### config.mk
export PLATFORM = sky130hd
export DESIGN_NAME = acds_ctrl
export DESIGN_NICKNAME = d
export VERILOG_FILES = /design/src/rtl/core/acds_pkg.sv /design/src/rtl/core/acds_ctrl.sv
export SDC_FILE = /design/constraint.sdc
export NUM_CORES = 1
export LEC_CHECK = 0
export ABC_AREA = 1
export BUFFER_PORTS_ARGS = -buffer_cell sky130_fd_sc_hd__clkbuf_2
export CAP_MARGIN = 20
export CORE_AREA = 2 2 39 41
export CTS_BUF_LIST = sky130_fd_sc_hd__clkbuf_4
export DETAILED_ROUTE_END_ITERATION = 12
export DIE_AREA = 0 0 41 43
export GPL_TIMING_DRIVEN = 0
export HOLD_SLACK_MARGIN = 0.02
export PLACE_DENSITY_LB_ADDON = 0.2
export SLEW_MARGIN = 20
export SYNTH_ARGS = -nofsm -noshare
export SYNTH_HDL_FRONTEND = slang
export SYNTH_SLANG_ARGS = --single-unit
### constraint.sdc
create_clock -name clk -period 1.35 [get_ports clk]
set_input_delay 0.27 -clock clk [delete_from_list [all_inputs] [get_ports clk]]
set_output_delay 0.27 -clock clk [all_outputs]
set_load 0.005 [all_outputs]
### src/rtl/core/acds_pkg.sv
`default_nettype none
package acds_pkg;

	localparam int SCORE_W = 48;
	localparam int CFG_IDX_W = 4;

	localparam logic [CFG_IDX_W-1:0] REG_MAX_REF_GAP     = 4'd0;
	localparam logic [CFG_IDX_W-1:0] REG_MAX_QUERY_GAP   = 4'd1;
	localparam logic [CFG_IDX_W-1:0] REG_BAND_WIDTH      = 4'd2;
	localparam logic [CFG_IDX_W-1:0] REG_SKIP_LIMIT      = 4'd3;
	localparam logic [CFG_IDX_W-1:0] REG_ITERATION_LIMIT = 4'd4;
	localparam logic [CFG_IDX_W-1:0] REG_GAP_SCALE_Q16   = 4'd5;
	localparam logic [CFG_IDX_W-1:0] REG_CDNA_MODE       = 4'd6;
	localparam logic [CFG_IDX_W-1:0] REG_MULTI_SEGMENT   = 4'd7;

	localparam logic [31:0] NO_PRED = 32'hFFFF_FFFF;

	typedef enum logic [1:0] {
		RD_ST,
		RD_J,
		RD_MAXJ
	} rd_sel_t;

	typedef struct packed {
		logic    load_item;
		logic    clamp;
		logic    rd_en;
		rd_sel_t rd_sel;
		logic    slide_step;
		logic    walk_init;
		logic    stage_b;
		logic    stage_c;
		logic    stage_d;
		logic    peak_chk;
		logic    finish;
	} cmd_t;

	typedef struct packed {
		logic st_ne_i;
		logic slide;
		logic cnt_zero;
		logic brk;
		logic out_free;
	} sts_t;

endpackage
`default_nettype wire

### src/rtl/core/acds_ctrl.sv
`default_nettype none
module acds_ctrl (
	input  wire logic          clk,
	input  wire logic          arst_n,
	input  wire logic          in_valid,
	output logic               in_ready,
	input  wire acds_pkg::sts_t sts,
	output acds_pkg::cmd_t     cmd
);
	import acds_pkg::*;

	typedef enum logic [3:0] {
		IDLE,
		CLAMP,
		SL_RD,
		SL_CHK,
		W_INIT,
		W_RD,
		W_B,
		W_C,
		W_D,
		PK_RD,
		PK_CHK,
		FIN
	} state_t;

	state_t state_q, state_d;

	always_ff @(posedge clk or negedge arst_n) begin
		if (!arst_n) begin
			state_q <= IDLE;
		end else begin
			state_q <= state_d;
		end
	end

	always_comb begin
		cmd = '0;
		cmd.rd_sel = RD_ST;
		state_d = state_q;
		in_ready = 1'b0;
		case (state_q)
			IDLE: begin
				in_ready = 1'b1;
				if (in_valid) begin
					cmd.load_item = 1'b1;
					state_d = CLAMP;
				end
			end
			CLAMP: begin
				cmd.clamp = 1'b1;
				state_d = SL_RD;
			end
			SL_RD: begin
				if (sts.st_ne_i) begin
					cmd.rd_en = 1'b1;
					cmd.rd_sel = RD_ST;
					state_d = SL_CHK;
				end else begin
					state_d = W_INIT;
				end
			end
			SL_CHK: begin
				if (sts.slide) begin
					cmd.slide_step = 1'b1;
					state_d = SL_RD;
				end else begin
					state_d = W_INIT;
				end
			end
			W_INIT: begin
				cmd.walk_init = 1'b1;
				state_d = W_RD;
			end
			W_RD: begin
				if (sts.cnt_zero) begin
					state_d = PK_RD;
				end else begin
					cmd.rd_en = 1'b1;
					cmd.rd_sel = RD_J;
					state_d = W_B;
				end
			end
			W_B: begin
				cmd.stage_b = 1'b1;
				state_d = W_C;
			end
			W_C: begin
				cmd.stage_c = 1'b1;
				state_d = W_D;
			end
			W_D: begin
				cmd.stage_d = 1'b1;
				state_d = sts.brk ? PK_RD : W_RD;
			end
			PK_RD: begin
				cmd.rd_en = 1'b1;
				cmd.rd_sel = RD_MAXJ;
				state_d = PK_CHK;
			end
			PK_CHK: begin
				cmd.peak_chk = 1'b1;
				state_d = FIN;
			end
			FIN: begin
				if (sts.out_free) begin
					cmd.finish = 1'b1;
					state_d = IDLE;
				end
			end
			default: begin
				state_d = IDLE;
			end
		endcase
	end

endmodule
`default_nettype wire

==> run_results.csv <==
group,metric,value,unit
layout,nFillCells,157,
global_routing,first_global_vias,465,
yosys,ys_seq_area_share,24.8,%
layout,fin_nets,118,
detailed_routing,met3_wirelength,57,um
run,max_cap_viol_count,0,
clock_network,cts_buffers,3,
worst_setup_path,worstPathMaxFanout,5,
layout,fin_area,716,sq um
layout,n_antenna_cell,0,
worst_setup_path,cp-start-kind,"flop",
placement,gp_congestion,0.856,
clock_network,h-tree-depth,1,
detailed_routing,ant_nets,0,
yosys,synthesis.nets,85,
clock_network,path_clk_slew,0.04,ns
detailed_routing,drt_iter0_markers,4,
detailed_routing,routed_via_density,4.35,
detailed_routing,drt-met1-wl,511,um
power,ir_drop,1.05,mV
detailed_routing,routed-wl-met2,680,um
power,total_power,1.53,mW
yosys,synth_area,404,sq um
sta,min_period,1.48,ns
sta,setup_violations,14,
die,die_w,41,um
sta,rsz0062_at_grt,"true",
run_status,outcome,"finished with violations",
worst_setup_path,endpoint_kind,"output pin",
layout,reg.largest.list,"state_q x4",
yosys,synth_top_area_share,24.8,%
clock_network,worstSkewPairLatency,0.23,ns
sta,drv_slew,0,
clock_network,clock-root-buffer,"clkbuf_4",
die,core-area,1380,sq um
worst_hold_path,hp-start,"sts[1]",
worst_setup_path,critPathMaxStageDelay,0.44,ns
worst_setup_path,r2r_start,"state_q[2]",
detailed_routing,dr_total_vias,539,
die,die-area,1760,sq um
placement,port_buffers,20,
detailed_routing,route.top_layer_used,"met4",
layout,fin_cells,124,
worst_hold_path,min_path_type,"input port to flop",
yosys,syn_inst,77,
global_routing,grt_max_degree,7,
sta,slew_headroom,87.1,%
placement,dp_hpwl,832,um
global_routing,antenna_found_initial,0,
power,power.density,2140,nW/um^2
worst_setup_path,required,1.08,ns
placement,pre_cts_slack,0.0695,ns
power,leakage,0.490,nW
clock_network,cts_sinks,4,
placement,dp.cells,113,
run_status,violations,"setup timing",
global_routing,grt_usage,15.2,%
detailed_routing,drcViolationCount,0,
detailed_routing,wl,1.26,mm
sta,worst-slew-pin-transition,0.193,ns
layout,syn2layout_area_growth,77.1,%
sta,setup_slack,-0.128,ns
global_routing,grt_pass1_wl,1.76,mm
die,chipHeight,43,um
die,placementRows,14,
die,initial_core_util,29.2,%
yosys,ys_types,13,
layout,drive_gt1_share,52.8,%
layout,regArea,104,sq um
yosys,synth.avg_cell_area,5.25,sq um
yosys,yosysTopAreaCell,"dfrtp_1",
worst_setup_path,worst-setup-path-type,"flop to output pin",
sta,finalHoldViolations,0,
yosys,synth_area_leaders,"dfrtp_1 (25%), nand2_1 (23%), inv_1 (20%)",
sta,fin_crit_sh,109,%
global_routing,grt_overflow,0,
layout,multi_input_comb_area,305,sq um
layout,top_register,"state_q",
yosys,synth-seq-cells,4,
clock_network,cts_tree,"yes",
placement,dpl-instance-area,524,sq um
worst_setup_path,cp_common_cell,"inv_4",
yosys,synth_warnings,0,
sta,fmax,0.677,GHz
clock_network,cts_max_path_buffers,2,
detailed_routing,wl_per_cell,10.1,um
sta,tns,-1.18,ns
die,ios,21,
detailed_routing,drt-pass1-iter-count,4,
worst_setup_path,arrival,1.21,ns
worst_setup_path,cp-startpoint,"state_q[3]",
sta,clock_skew,0.00304,ns
layout,largest_register_ffs,4,
worst_setup_path,crit_chain,"inv_4 > nand2_2 > inv_4 > nand3_4 > nand3_2 > clkbuf_2",
worst_setup_path,critPathSlowestCell,"dfrtp_2",
[cell usage in the layout (no fill, tap or decap), drive strengths merged]
cell and n:
o211ai 1, clkbuf 21, dlygate4sd3 1, nor3 2
nand4 1, nand3 8, nor2 10, inv 24
dfrtp 4, o21ai 1, buf 9, nand2 26
[Yosys cell counts, drive strengths merged]
| cell | n |
|---|---|
| nand4 | 1 |
| inv | 24 |
| o211ai | 1 |
| o21ai | 1 |
| nand2 | 26 |
| nor3 | 2 |
| nor2 | 10 |
| dfrtp | 4 |
| nand3 | 8 |
[power breakdown]
part	leakage [nW]	internal (mW)	switching (mW)	total [mW]
logic	0.429	0.452	0.616	1.07
clock network	0.0138	0.0992	0.0467	0.146
registers	0.0470	0.192	0.125	0.317
total	0.490	0.743	0.787	1.53
[routing by layer]
metal | vias up | GRT usage, %
met5 | - | 0
met4 | 0 | 8.00
met3 | 2 | 4.71
met2 | 15 | 24.1
met1 | 235 | 17.3
li1 | 287 | -
[logic make-up after synthesis]
| logic type | count (synthesis) | share of synthesized area, % |
|---|---|---|
| AOI/OAI and AO/OA | 2 | 3.10 |
| DFF | 4 | 24.8 |
| and+or+nand+nor | 47 | 49.8 |
| buffers and inverters | 24 | 22.3 |
[final timing paths]
kind                                    to  slack, ns  depth (start not counted)
min in group asynchronous       state_q[2]       0.37                          2
max in group asynchronous       state_q[0]       0.84                          2
worst min-delay path            state_q[3]       0.30                          3
worst max register to register  state_q[1]      -0.02                         10
worst min register to register  state_q[3]       0.68                          3
worst max-delay path                cmd[9]      -0.13                          6
[repair_timing]
action                     in CTS  in global routing
setup buffers                   5                  2
hold buffers                    1                  0
pin swaps                       2                  4
hold endpoints to repair        4                  0
resized for setup              12                 24
setup endpoints to repair      13                 14
[layout make-up]
| type | instances | area share, % |
|---|---|---|
| Multi-Input combinational cell | 49 | 42.7 |
| Timing Repair Buffer | 28 | 23.3 |
| Sequential cell | 4 | 14.5 |
| Inverter | 24 | 13.6 |
| Clock buffer | 3 | 3.15 |
| Tap cell | 16 | 2.80 |
[metrics by stage]
step | hold slack (ns) | util (%)
floorplan | -0.0256 | -
detailed placement | 0.0785 | 37.9
finish | 0.301 | 51.7
global route | 0.317 | 51.7
global placement | 0.0764 | 37.9
CTS | 0.284 | 45.5
[critical path: cells and delay by family, from the launching register on]
kind | cells | cell delay [ns]
DFF | 1 | 0.44
buffers and inverters | 3 | 0.30
and+or+nand+nor | 3 | 0.24
(Power assumes the default switching activity.)
